File: src/hdl/mipsdec_pkg.sv
// Package for the MIPS III instruction decoder: instruction identifiers,
// unit classes, fault codes and the decode function for one instruction word.
// It depends on nothing else.
package mipsdec_pkg;

  typedef enum logic [7:0] {
    ID_LB, ID_LBU, ID_LD, ID_LDL, ID_LDR, ID_LH, ID_LHU, ID_LL, ID_LLD, ID_LW,
    ID_LWL, ID_LWR, ID_LWU,
    ID_SB, ID_SC, ID_SCD, ID_SD, ID_SDL, ID_SDR, ID_SH, ID_SW, ID_SWL, ID_SWR,
    ID_ADDI, ID_ADDIU, ID_ANDI, ID_DADDI, ID_DADDIU, ID_LUI, ID_ORI, ID_SLTI,
    ID_SLTIU, ID_XORI,
    ID_J, ID_JAL, ID_JALR, ID_JR,
    ID_BEQ, ID_BEQL, ID_BGTZ, ID_BGTZL, ID_BLEZ, ID_BLEZL, ID_BNE, ID_BNEL,
    ID_BGEZ, ID_BGEZAL, ID_BGEZALL, ID_BGEZL, ID_BLTZ, ID_BLTZAL, ID_BLTZALL,
    ID_BLTZL,
    ID_LDC1, ID_LWC1, ID_SDC1, ID_SWC1,
    ID_ADD, ID_ADDU, ID_AND, ID_DADD, ID_DADDU, ID_DSUB, ID_DSUBU, ID_NOR,
    ID_OR, ID_SLT, ID_SLTU, ID_SUB, ID_SUBU, ID_XOR,
    ID_DSLL, ID_DSLLV, ID_DSLL32, ID_DSRA, ID_DSRAV, ID_DSRA32, ID_DSRL,
    ID_DSRLV, ID_DSRL32, ID_SLL, ID_SLLV, ID_SRA, ID_SRAV, ID_SRL, ID_SRLV,
    ID_DDIV, ID_DDIVU, ID_DIV, ID_DIVU, ID_DMULT, ID_DMULTU, ID_MULT, ID_MULTU,
    ID_TEQ, ID_TGE, ID_TGEU, ID_TLT, ID_TLTU, ID_TNE,
    ID_TEQI, ID_TGEI, ID_TGEIU, ID_TLTI, ID_TLTIU, ID_TNEI,
    ID_MFHI, ID_MFLO, ID_MTHI, ID_MTLO,
    ID_BREAK, ID_SYNC, ID_SYSCALL, ID_CACHE,
    ID_ERET, ID_TLBP, ID_TLBR, ID_TLBWI, ID_TLBWR,
    ID_DMFC0, ID_DMTC0, ID_MFC0, ID_MTC0,
    ID_BC1F, ID_BC1FL, ID_BC1T, ID_BC1TL,
    ID_CFC1, ID_CTC1, ID_DMFC1, ID_DMTC1, ID_MFC1, ID_MTC1,
    ID_FABS, ID_FADD, ID_FDIV, ID_FMOV, ID_FMUL, ID_FNEG, ID_FSQRT, ID_FSUB,
    ID_CEIL_L, ID_CEIL_W, ID_CVT_D, ID_CVT_L, ID_CVT_S, ID_CVT_W, ID_FLOOR_L,
    ID_FLOOR_W, ID_ROUND_L, ID_ROUND_W, ID_TRUNC_L, ID_TRUNC_W,
    ID_FCMP,
    ID_NONE
  } instr_id_t;

  typedef enum logic [4:0] {
    CLS_LOAD, CLS_STORE, CLS_ALU_IMM, CLS_JUMP, CLS_BRANCH, CLS_FPU_LOAD,
    CLS_FPU_STORE, CLS_ALU_REG, CLS_SHIFT, CLS_MULDIV, CLS_TRAP_REG,
    CLS_TRAP_IMM, CLS_HILO, CLS_SYSTEM, CLS_CP0_CTL, CLS_CP0_MOVE,
    CLS_FPU_BRANCH, CLS_FPU_MOVE, CLS_FPU_ARITH, CLS_FPU_CVT, CLS_FPU_CMP,
    CLS_NONE
  } unit_class_t;

  typedef enum logic [1:0] {
    FAULT_NONE, FAULT_RESERVED, FAULT_FPU_UNIMPL, FAULT_COP0_INVALID
  } fault_code_t;

  localparam logic [5:0] OP_SPECIAL = 6'h00;
  localparam logic [5:0] OP_REGIMM  = 6'h01;
  localparam logic [5:0] OP_COP0    = 6'h10;
  localparam logic [5:0] OP_COP1    = 6'h11;
  localparam logic [4:0] RS_COP0_CO = 5'h10;
  localparam logic [4:0] RS_COP1_BC = 5'h08;

  typedef struct packed {
    fault_code_t fault;
    unit_class_t cls;
    instr_id_t   id;
  } dec_t;

  function automatic unit_class_t class_of(input instr_id_t id);
    unit_class_t c;
    if      (id < ID_SB)    c = CLS_LOAD;
    else if (id < ID_ADDI)  c = CLS_STORE;
    else if (id < ID_J)     c = CLS_ALU_IMM;
    else if (id < ID_BEQ)   c = CLS_JUMP;
    else if (id < ID_LDC1)  c = CLS_BRANCH;
    else if (id < ID_SDC1)  c = CLS_FPU_LOAD;
    else if (id < ID_ADD)   c = CLS_FPU_STORE;
    else if (id < ID_DSLL)  c = CLS_ALU_REG;
    else if (id < ID_DDIV)  c = CLS_SHIFT;
    else if (id < ID_TEQ)   c = CLS_MULDIV;
    else if (id < ID_TEQI)  c = CLS_TRAP_REG;
    else if (id < ID_MFHI)  c = CLS_TRAP_IMM;
    else if (id < ID_BREAK) c = CLS_HILO;
    else if (id < ID_ERET)  c = CLS_SYSTEM;
    else if (id < ID_DMFC0) c = CLS_CP0_CTL;
    else if (id < ID_BC1F)  c = CLS_CP0_MOVE;
    else if (id < ID_CFC1)  c = CLS_FPU_BRANCH;
    else if (id < ID_FABS)  c = CLS_FPU_MOVE;
    else if (id < ID_CEIL_L) c = CLS_FPU_ARITH;
    else if (id < ID_FCMP)  c = CLS_FPU_CVT;
    else if (id < ID_NONE)  c = CLS_FPU_CMP;
    else                    c = CLS_NONE;
    return c;
  endfunction

  function automatic instr_id_t primary_id(input logic [5:0] op);
    instr_id_t id;
    case (op)
      6'h20: id = ID_LB;     6'h24: id = ID_LBU;    6'h37: id = ID_LD;
      6'h1A: id = ID_LDL;    6'h1B: id = ID_LDR;    6'h21: id = ID_LH;
      6'h25: id = ID_LHU;    6'h30: id = ID_LL;     6'h34: id = ID_LLD;
      6'h23: id = ID_LW;     6'h22: id = ID_LWL;    6'h26: id = ID_LWR;
      6'h27: id = ID_LWU;
      6'h28: id = ID_SB;     6'h38: id = ID_SC;     6'h3C: id = ID_SCD;
      6'h3F: id = ID_SD;     6'h2C: id = ID_SDL;    6'h2D: id = ID_SDR;
      6'h29: id = ID_SH;     6'h2B: id = ID_SW;     6'h2A: id = ID_SWL;
      6'h2E: id = ID_SWR;
      6'h08: id = ID_ADDI;   6'h09: id = ID_ADDIU;  6'h0C: id = ID_ANDI;
      6'h18: id = ID_DADDI;  6'h19: id = ID_DADDIU; 6'h0F: id = ID_LUI;
      6'h0D: id = ID_ORI;    6'h0A: id = ID_SLTI;   6'h0B: id = ID_SLTIU;
      6'h0E: id = ID_XORI;
      6'h02: id = ID_J;      6'h03: id = ID_JAL;
      6'h04: id = ID_BEQ;    6'h14: id = ID_BEQL;   6'h07: id = ID_BGTZ;
      6'h17: id = ID_BGTZL;  6'h06: id = ID_BLEZ;   6'h16: id = ID_BLEZL;
      6'h05: id = ID_BNE;    6'h15: id = ID_BNEL;
      6'h2F: id = ID_CACHE;
      6'h35: id = ID_LDC1;   6'h31: id = ID_LWC1;   6'h3D: id = ID_SDC1;
      6'h39: id = ID_SWC1;
      default: id = ID_NONE;
    endcase
    return id;
  endfunction

  function automatic instr_id_t special_id(input logic [5:0] fn);
    instr_id_t id;
    case (fn)
      6'h20: id = ID_ADD;    6'h21: id = ID_ADDU;   6'h24: id = ID_AND;
      6'h2C: id = ID_DADD;   6'h2D: id = ID_DADDU;  6'h2E: id = ID_DSUB;
      6'h2F: id = ID_DSUBU;  6'h27: id = ID_NOR;    6'h25: id = ID_OR;
      6'h2A: id = ID_SLT;    6'h2B: id = ID_SLTU;   6'h22: id = ID_SUB;
      6'h23: id = ID_SUBU;   6'h26: id = ID_XOR;
      6'h38: id = ID_DSLL;   6'h14: id = ID_DSLLV;  6'h3C: id = ID_DSLL32;
      6'h3B: id = ID_DSRA;   6'h17: id = ID_DSRAV;  6'h3F: id = ID_DSRA32;
      6'h3A: id = ID_DSRL;   6'h16: id = ID_DSRLV;  6'h3E: id = ID_DSRL32;
      6'h00: id = ID_SLL;    6'h04: id = ID_SLLV;   6'h03: id = ID_SRA;
      6'h07: id = ID_SRAV;   6'h02: id = ID_SRL;    6'h06: id = ID_SRLV;
      6'h1E: id = ID_DDIV;   6'h1F: id = ID_DDIVU;  6'h1A: id = ID_DIV;
      6'h1B: id = ID_DIVU;   6'h1C: id = ID_DMULT;  6'h1D: id = ID_DMULTU;
      6'h18: id = ID_MULT;   6'h19: id = ID_MULTU;
      6'h09: id = ID_JALR;   6'h08: id = ID_JR;
      6'h34: id = ID_TEQ;    6'h30: id = ID_TGE;    6'h31: id = ID_TGEU;
      6'h32: id = ID_TLT;    6'h33: id = ID_TLTU;   6'h36: id = ID_TNE;
      6'h10: id = ID_MFHI;   6'h12: id = ID_MFLO;   6'h11: id = ID_MTHI;
      6'h13: id = ID_MTLO;
      6'h0D: id = ID_BREAK;  6'h0F: id = ID_SYNC;   6'h0C: id = ID_SYSCALL;
      default: id = ID_NONE;
    endcase
    return id;
  endfunction

  function automatic instr_id_t regimm_id(input logic [4:0] rt);
    instr_id_t id;
    case (rt)
      5'h01: id = ID_BGEZ;   5'h11: id = ID_BGEZAL; 5'h13: id = ID_BGEZALL;
      5'h03: id = ID_BGEZL;  5'h00: id = ID_BLTZ;   5'h10: id = ID_BLTZAL;
      5'h12: id = ID_BLTZALL; 5'h02: id = ID_BLTZL;
      5'h0C: id = ID_TEQI;   5'h08: id = ID_TGEI;   5'h09: id = ID_TGEIU;
      5'h0A: id = ID_TLTI;   5'h0B: id = ID_TLTIU;  5'h0E: id = ID_TNEI;
      default: id = ID_NONE;
    endcase
    return id;
  endfunction

  function automatic instr_id_t fpu_id(input logic [5:0] fn);
    instr_id_t id;
    case (fn)
      6'h05: id = ID_FABS;   6'h00: id = ID_FADD;   6'h03: id = ID_FDIV;
      6'h06: id = ID_FMOV;   6'h02: id = ID_FMUL;   6'h07: id = ID_FNEG;
      6'h04: id = ID_FSQRT;  6'h01: id = ID_FSUB;
      6'h0A: id = ID_CEIL_L; 6'h0E: id = ID_CEIL_W; 6'h21: id = ID_CVT_D;
      6'h25: id = ID_CVT_L;  6'h20: id = ID_CVT_S;  6'h24: id = ID_CVT_W;
      6'h0B: id = ID_FLOOR_L; 6'h0F: id = ID_FLOOR_W; 6'h08: id = ID_ROUND_L;
      6'h0C: id = ID_ROUND_W; 6'h09: id = ID_TRUNC_L; 6'h0D: id = ID_TRUNC_W;
      default: id = ID_NONE;
    endcase
    return id;
  endfunction

  function automatic dec_t decode(input logic [31:0] w);
    logic [5:0]  op;
    logic [4:0]  rs;
    logic [4:0]  rt;
    logic [5:0]  fn;
    instr_id_t   id;
    fault_code_t fault;
    dec_t        d;
    op    = w[31:26];
    rs    = w[25:21];
    rt    = w[20:16];
    fn    = w[5:0];
    id    = ID_NONE;
    fault = FAULT_NONE;
    case (op)
      OP_SPECIAL: begin
        id = special_id(fn);
        if (id == ID_NONE) fault = FAULT_RESERVED;
      end
      OP_REGIMM: begin
        id = regimm_id(rt);
        if (id == ID_NONE) fault = FAULT_RESERVED;
      end
      OP_COP0: begin
        case (rs)
          RS_COP0_CO: begin
            case (fn)
              6'h18: id = ID_ERET;
              6'h08: id = ID_TLBP;
              6'h01: id = ID_TLBR;
              6'h02: id = ID_TLBWI;
              6'h06: id = ID_TLBWR;
              default: fault = FAULT_COP0_INVALID;
            endcase
          end
          5'h01: id = ID_DMFC0;
          5'h05: id = ID_DMTC0;
          5'h00: id = ID_MFC0;
          5'h04: id = ID_MTC0;
          default: fault = FAULT_RESERVED;
        endcase
      end
      OP_COP1: begin
        case (rs)
          RS_COP1_BC: begin
            case (rt)
              5'h00: id = ID_BC1F;
              5'h02: id = ID_BC1FL;
              5'h01: id = ID_BC1T;
              5'h03: id = ID_BC1TL;
              default: fault = FAULT_RESERVED;
            endcase
          end
          5'h02: id = ID_CFC1;
          5'h06: id = ID_CTC1;
          5'h01: id = ID_DMFC1;
          5'h05: id = ID_DMTC1;
          5'h00: id = ID_MFC1;
          5'h04: id = ID_MTC1;
          default: begin
            // Every function with both top bits set is a compare.
            if (fn[5:4] == 2'b11) begin
              id = ID_FCMP;
            end else begin
              id = fpu_id(fn);
              if (id == ID_NONE) fault = FAULT_FPU_UNIMPL;
            end
          end
        endcase
      end
      default: begin
        id = primary_id(op);
        if (id == ID_NONE) fault = FAULT_RESERVED;
      end
    endcase
    d.id    = id;
    d.cls   = class_of(id);
    d.fault = fault;
    return d;
  endfunction

endpackage

File: src/hdl/mips_instruction_decoder.sv
// Top level of the MIPS III instruction decoder: one stream in, one stream out.
// Depends on mipsdec_pkg for the identifiers and the decode function.

// Each item is one 32-bit instruction word; the decoder answers it with one
// result item holding the instruction identifier (154 for none), the unit
// class (21 for none) and a fault code. The decode is a single pass of
// combinational logic into the result register, so a result appears in the
// cycle after its item is accepted, and one item is taken every cycle as long
// as the result side keeps taking items.
module mips_instruction_decoder (
  input  logic        clk,
  input  logic        rst_n,
  input  logic        in_tvalid,
  output logic        in_tready,
  input  logic [31:0] in_tdata,   // instr_word[31:0]
  output logic        out_tvalid,
  input  logic        out_tready,
  output logic [15:0] out_tdata   // instr_id[7:0], unit_class[12:8], fault_code[14:13], 0
);

  logic                out_valid_r;
  mipsdec_pkg::dec_t   dec_r;
  mipsdec_pkg::dec_t   dec_nxt;
  logic                in_fire;

  assign in_tready = !out_valid_r || out_tready;
  assign in_fire   = in_tvalid && in_tready;
  assign dec_nxt   = mipsdec_pkg::decode(in_tdata);

  always_ff @(posedge clk) begin
    if (!rst_n) begin
      out_valid_r <= 1'b0;
    end else if (in_tready) begin
      out_valid_r <= in_tvalid;
    end
  end

  always_ff @(posedge clk) begin
    if (in_fire) begin
      dec_r <= dec_nxt;
    end
  end

  assign out_tvalid = out_valid_r;
  assign out_tdata  = {1'b0, dec_r.fault, dec_r.cls, dec_r.id};

  a_fault_means_none: assert property (@(posedge clk) disable iff (!rst_n)
    out_valid_r && (dec_r.fault != mipsdec_pkg::FAULT_NONE)
      |-> (dec_r.id == mipsdec_pkg::ID_NONE) && (dec_r.cls == mipsdec_pkg::CLS_NONE))
    else $error("Faulting result carries an instruction identifier.");

  a_none_means_fault: assert property (@(posedge clk) disable iff (!rst_n)
    out_valid_r && (dec_r.id == mipsdec_pkg::ID_NONE)
      |-> (dec_r.fault != mipsdec_pkg::FAULT_NONE))
    else $error("Result without an instruction has no fault code.");

  a_class_matches_id: assert property (@(posedge clk) disable iff (!rst_n)
    out_valid_r |-> ((dec_r.cls == mipsdec_pkg::CLS_NONE) == (dec_r.id == mipsdec_pkg::ID_NONE)))
    else $error("Unit class and instruction identifier disagree.");

  a_accept_gives_result: assert property (@(posedge clk) disable iff (!rst_n)
    in_fire |=> out_valid_r)
    else $error("Accepted item produced no result.");

endmodule
File: config.mk
export PLATFORM = sky130hd
export DESIGN_NAME = mips_instruction_decoder
export DESIGN_NICKNAME = d
export VERILOG_FILES = /design/src/hdl/mipsdec_pkg.sv /design/src/hdl/mips_instruction_decoder.sv
export SDC_FILE = /design/constraint.sdc
export NUM_CORES = 1
export LEC_CHECK = 0
export BUFFER_PORTS_ARGS = -buffer_cell sky130_fd_sc_hd__clkbuf_2
export CAP_MARGIN = 20
export CELL_PAD_IN_SITES_DETAIL_PLACEMENT = 2
export CELL_PAD_IN_SITES_GLOBAL_PLACEMENT = 2
export CORE_ASPECT_RATIO = 0.6
export CORE_MARGIN = 3
export CORE_UTILIZATION = 32
export CTS_BUF_LIST = sky130_fd_sc_hd__clkbuf_8
export DETAILED_ROUTE_END_ITERATION = 8
export GPL_TIMING_DRIVEN = 0
export PLACE_DENSITY = 0.77
export SLEW_MARGIN = 30
export SYNTH_ARGS = -nofsm -noshare
export SYNTH_HDL_FRONTEND = slang
export SYNTH_SLANG_ARGS = --single-unit
File: constraint.sdc
create_clock -name clk -period 2.9 [get_ports clk]
set_input_delay 0.29 -clock clk [delete_from_list [all_inputs] [get_ports clk]]
set_output_delay 0.29 -clock clk [all_outputs]
set_load 0.02 [all_outputs]
# Word level (Yosys, flattened, before mapping)
# Memory sizes are Yosys's and may differ from the RTL's.
# Index checks and enable logic that the tools add are counted.
[op_classes]
order_cmp = 21
eq_ne = 23
muxes = 42
reduce_logical = 16
[op_table]
columns = ["operator", "n"]
rows = [
  ["8-bit by 7-bit less-than comparator with 1-bit output (second input constant)", 10],
  ["8-bit one-hot mux with 5 select lines", 2],
  ["8-bit one-hot mux with 4 select lines", 2],
  ["8-bit two-way mux", 7],
  ["8-bit one-hot mux with 7 select lines", 1],
  ["8-bit by 6-bit less-than comparator with 1-bit output (second input constant)", 5],
  ["8-bit equality test (second input constant)", 4],
  ["8-bit less-than comparator (second input constant)", 4],
  ["4-bit two-way mux", 8],
  ["3-bit two-way mux", 8],
  ["6-bit by 5-bit equality test with 1-bit output (second input constant)", 3],
  ["16-bit OR reduction", 1],
  ["4-bit OR reduction", 4],
  ["5-bit by 2-bit equality test with 1-bit output (second input constant)", 3],
  ["5-bit by 3-bit equality test with 1-bit output (second input constant)", 3],
  ["6-bit by 1-bit equality test with 1-bit output (second input constant)", 2],
  ["5-bit by 1-bit equality test with 1-bit output (second input constant)", 2],
  ["5-bit logical NOT", 2],
  ["2-bit two-way mux", 5],
  ["8-bit by 4-bit less-than comparator with 1-bit output (second input constant)", 1],
  ["8-bit by 5-bit less-than comparator with 1-bit output (second input constant)", 1],
  ["2-bit one-hot mux with 2 select lines", 2],
  ["2-bit one-hot mux with 4 select lines", 1],
  ["8-bit OR reduction", 1],
  ["15 further kinds", 20],
]
[totals]
register_bits = 16
romBits = 1600
input_bits = 36
output_inout_bits = 18
word_cells = 114
n_memories = 4
[memory_table]
columns = ["memory", "depth", "width", "rd", "rd_clocked_by_memory_dff", "wr", "line_no", "source"]
rows = [
  ["(name not given)", 64, 8, 1, 0, 0, "mipsdec_pkg.sv:119", "case (fn)"],
  ["(name not given)", 64, 8, 1, 0, 0, "mipsdec_pkg.sv:91", "case (op)"],
  ["(name not given)", 64, 5, 1, 0, 0, "mipsdec_pkg.sv:159", "case (fn)"],
  ["(name not given)", 32, 8, 1, 0, 0, "mipsdec_pkg.sv:146", "case (rt)"],
]

# Logic depth before layout (Yosys ltp)
[depth]
word_depth = 28
mapped_depth = 15
ltp_nobuf = 13

# Worst setup path before layout
# Ideal clock, no wire load.
[synth_timing]
path_type = "input-to-reg"
start = "in in_tdata[1]"
end = "reg dec_r (netlist bit out_tdata[8]), data pin"
setup_ns = 0.270
arrival_time_ns = 2.810
t_required_ns = 2.630
setup_slack_ns = -0.180
stages = 15
path_buffers = 3
cell_sequence = "inv_1 ha_1 buf_2 inv_2 mux4_2 a211o_1 a211oi_1 o32a_2 buf_6 and2_4 buf_6 mux2i_1 o221ai_1 a211oi_1 a211oi_2"
[synth_rtl]
columns = ["element", "line_no", "source"]
rows = [
  ["start: declaration", "mips_instruction_decoder.sv:15", "input logic [31:0] in_tdata,"],
  ["end signal: assignment", "mips_instruction_decoder.sv:40", "dec_r <= dec_nxt;"],
  ["end: declaration", "mips_instruction_decoder.sv:22", "mipsdec_pkg::dec_t dec_r;"],
]

==> flow_metrics.tcl <==
set metrics [dict create \
    status "complete, but fails checks" \
    violations "negative setup slack" \
    drive_gt1_share_pct 42.8 \
    ant_nets 0 \
    cts_made_buffers 3 \
    num_rows 30 \
    nets 662 \
    max_clock_freq_ghz 0.282 \
    leakage_nw 2.15 \
    ys_async_sr_fraction_pct 0 \
    yosysMostFrequentCell "nor2_1" \
    cts.sinks 16 \
    die_area_sq_um 13200 \
    remaining_drc_errors 0 \
    place_area_sq_um 4280 \
    maxSlewViolCount 0 \
    wire_per_inst_um 33.8 \
    powerDensity_nw_per_um2 289 \
    multi_input_area_sq_um 3470 \
    relSlewSlack_pct 44.8 \
    ctsHoldBuffers 0 \
    sw_frac_of_total_pct 50.0 \
    syn_area_sq_um 3790 \
    p_seq_share_pct 18.8 \
    fillers 1249 \
    crit_required_ns 2.92 \
    synthDistinctLibCells 102 \
    htree_levels 1 \
    regArea_sq_um 470 \
    rsz0062_at_grt "true" \
    hp-class "input pin to flip-flop" \
    synth_cells 499 \
    synthTopCellsByArea "edfxtp_1, ha_1, a21oi_1, nor2_1, nand2_1" \
    synthFlopType "edfxtp_1" \
    worstSetupStartpointType "input pin" \
    coreArea_sq_um 11400 \
    initial_core_util_pct 33.1 \
    wirelength_mm 25.7 \
    finalSetupViolations 6 \
    intPower_uw 784 \
    place_ws_ns -1.24 \
    reg2reg_depth 2 \
    arrival_ns 3.57 \
    holdPathStages 2 \
    num_vias 5304 \
    synth-edff-count 15 \
    yosys.area.top_type "edfxtp_1" \
    fin_crit_sh_pct 122 \
    crit_path_end_kind "flip-flop" \
    comb_power_share_pct 68.9 \
    insertion_delay_ns 0.27 \
    clockBufferDepth 2 \
    synth_top_area_share_pct 11.9 \
    grt_pass1_wl_mm 34.0 \
    maxCapViolCount 0 \
    placed_cells 699 \
    ios 54 \
    synth_seq_cells 16 \
    dr.pass1.iters 6 \
    worst_slew_pin_slew_ns 0.829 \
    critical_path_class "input pin to flip-flop" \
    hold_ws_ns 0.289 \
    clk_pin_slew_ns 0.09 \
    antenna_found_initial 0 \
    grt_overflow_total 0 \
    gp_congestion 0.963 \
    fin_crit_ns 3.54 \
    final_cells 759 \
    peakVddDrop_uv 169 \
    yosys-top-cells-count "nor2_1, nand2_1, a21oi_1" \
    grt_pass1_vias 5157 \
    io_buffers 40 \
    pwr-share-clk_pct 12.3 \
    hold_viol_final 0 \
    fin_skew_ns 0.0191 \
    finalInstanceArea_sq_um 5430 \
    cts_tree "built" \
    cp_max_fo 10 \
    vias_per_cell 6.99 \
    grt_max_degree 16 \
    hpwl_mm 13.9 \
    layout_setup_ws_ns -0.643 \
    ys_warn_count 0 \
    grt_usage_pct 32.7 \
    initialDrtViolationCount 733 \
    seq_area_frac_synth_pct 12.4 \
    cts_root_buffer "clkbuf_8" \
    finalPower_mw 1.57 \
    p_sw_uw 784 \
    postSynthAreaPerCell_sq_um 7.60 \
    area_delta_synth_final_pct 43.2 \
    synth_nets 562 \
    die_w_um 147 \
    die_y_um 90.3 \
]
metrics by stage:
step                setup TNS [ns]  utilization (%)
floorplan                  -0.0228                -
global placement             -5.64             37.4
detailed placement           -6.72             37.4
CTS                         -0.787             44.9
global route                 -2.31             47.4
finish                       -2.30             47.4
registers in the layout, summed over array words and instances (netlist names):
| register | cells |
|---|---|
| out_tvalid | 1 |
| out_tdata | 15 |
logic make-up (layout without fill, tap and decap cells):
logic type                 after synthesis  in the layout  share of synthesized area [%]
and+or+nand+nor                        184            184                           26.4
muxes                                   16             16                           6.07
other                                    1              2                         0.0989
adders and majority gates               27             27                           8.91
buffers and inverters                   71            170                           9.93
xor gates and xnor gates                 4              4                          0.924
DFF                                     16             16                           12.4
AOI/OAI and AO/OA                      180            180                           35.3
power groups by stage:
| stage | Combinational, mW | Clock (mW) | Sequential, mW |
|---|---|---|---|
| floorplan | 0.446 | 0 | 0.321 |
| global placement | 0.675 | 0 | 0.292 |
| detailed placement | 0.706 | 0 | 0.295 |
| CTS | 0.885 | 0.177 | 0.290 |
| global route | 1.11 | 0.200 | 0.296 |
| finish | 1.08 | 0.193 | 0.295 |
layout by cell type (no fill, tap or decap), types with 12 or more instances in the layout:
master and n:
buf_4 56, nor2_1 34, clkbuf_2 34, nand2_1 33, a21oi_1 31, nand3_1 20
inv_1 19, o21ai_0 18, ha_1 17, edfxtp_1 15, nor3_1 14, buf_6 13
nand2b_1 12
path summary, 6_finish.rpt:
kind	startpoint	end	slack, ns
worst max register to register	out_tvalid	out_tdata[13]	1.41
worst max-delay path	in_tdata[27]	out_tdata[9]	-0.64
worst min-delay path	rst_n	out_tvalid	0.29
worst min register to register	out_tvalid	out_tvalid	0.59
final cells by class:
class                   count  share of cell area [%]
multi-input cells         412                    63.9
repair buffers            100                    15.0
flip-flops and latches     16                    8.67
plain buffers              33                    5.07
well taps                 160                    3.69
inverters                  33                    2.88
clock buffers               3                   0.761
clock inverters             1                  0.0691
diodes                      1                  0.0461
critical path, stage by stage:
cell,delay [ns]
clkbuf_16,0.14
inv_2,0.09
ha_2,0.27
buf_4,0.23
nand2_1,0.09
nor3_1,0.41
o211a_1,0.28
a31oi_2,0.12
a41o_1,0.29
inv_4,0.10
buf_4,0.17
nor2_1,0.12
o21bai_1,0.30
nand2_1,0.18
a311oi_4,0.36
nor3b_2,0.10
per-layer routing:
metal  part of all wire [%]  global-route usage [%]  vias up
met1                     40                    47.4     2650
met2                     43                    49.6      441
met4                    5.3                    7.28        0
met3                     12                    7.17      117
li1                       -                       -     2096
met5                      0                       0        -
timing repair:
action	in CTS	in global routing
hold endpoints to repair	0	0
buffers inserted	43	19
gates resized for setup	100	38
pin swaps	30	23
setup endpoints to repair	9	6
Power figures use the tool's default switching activity.
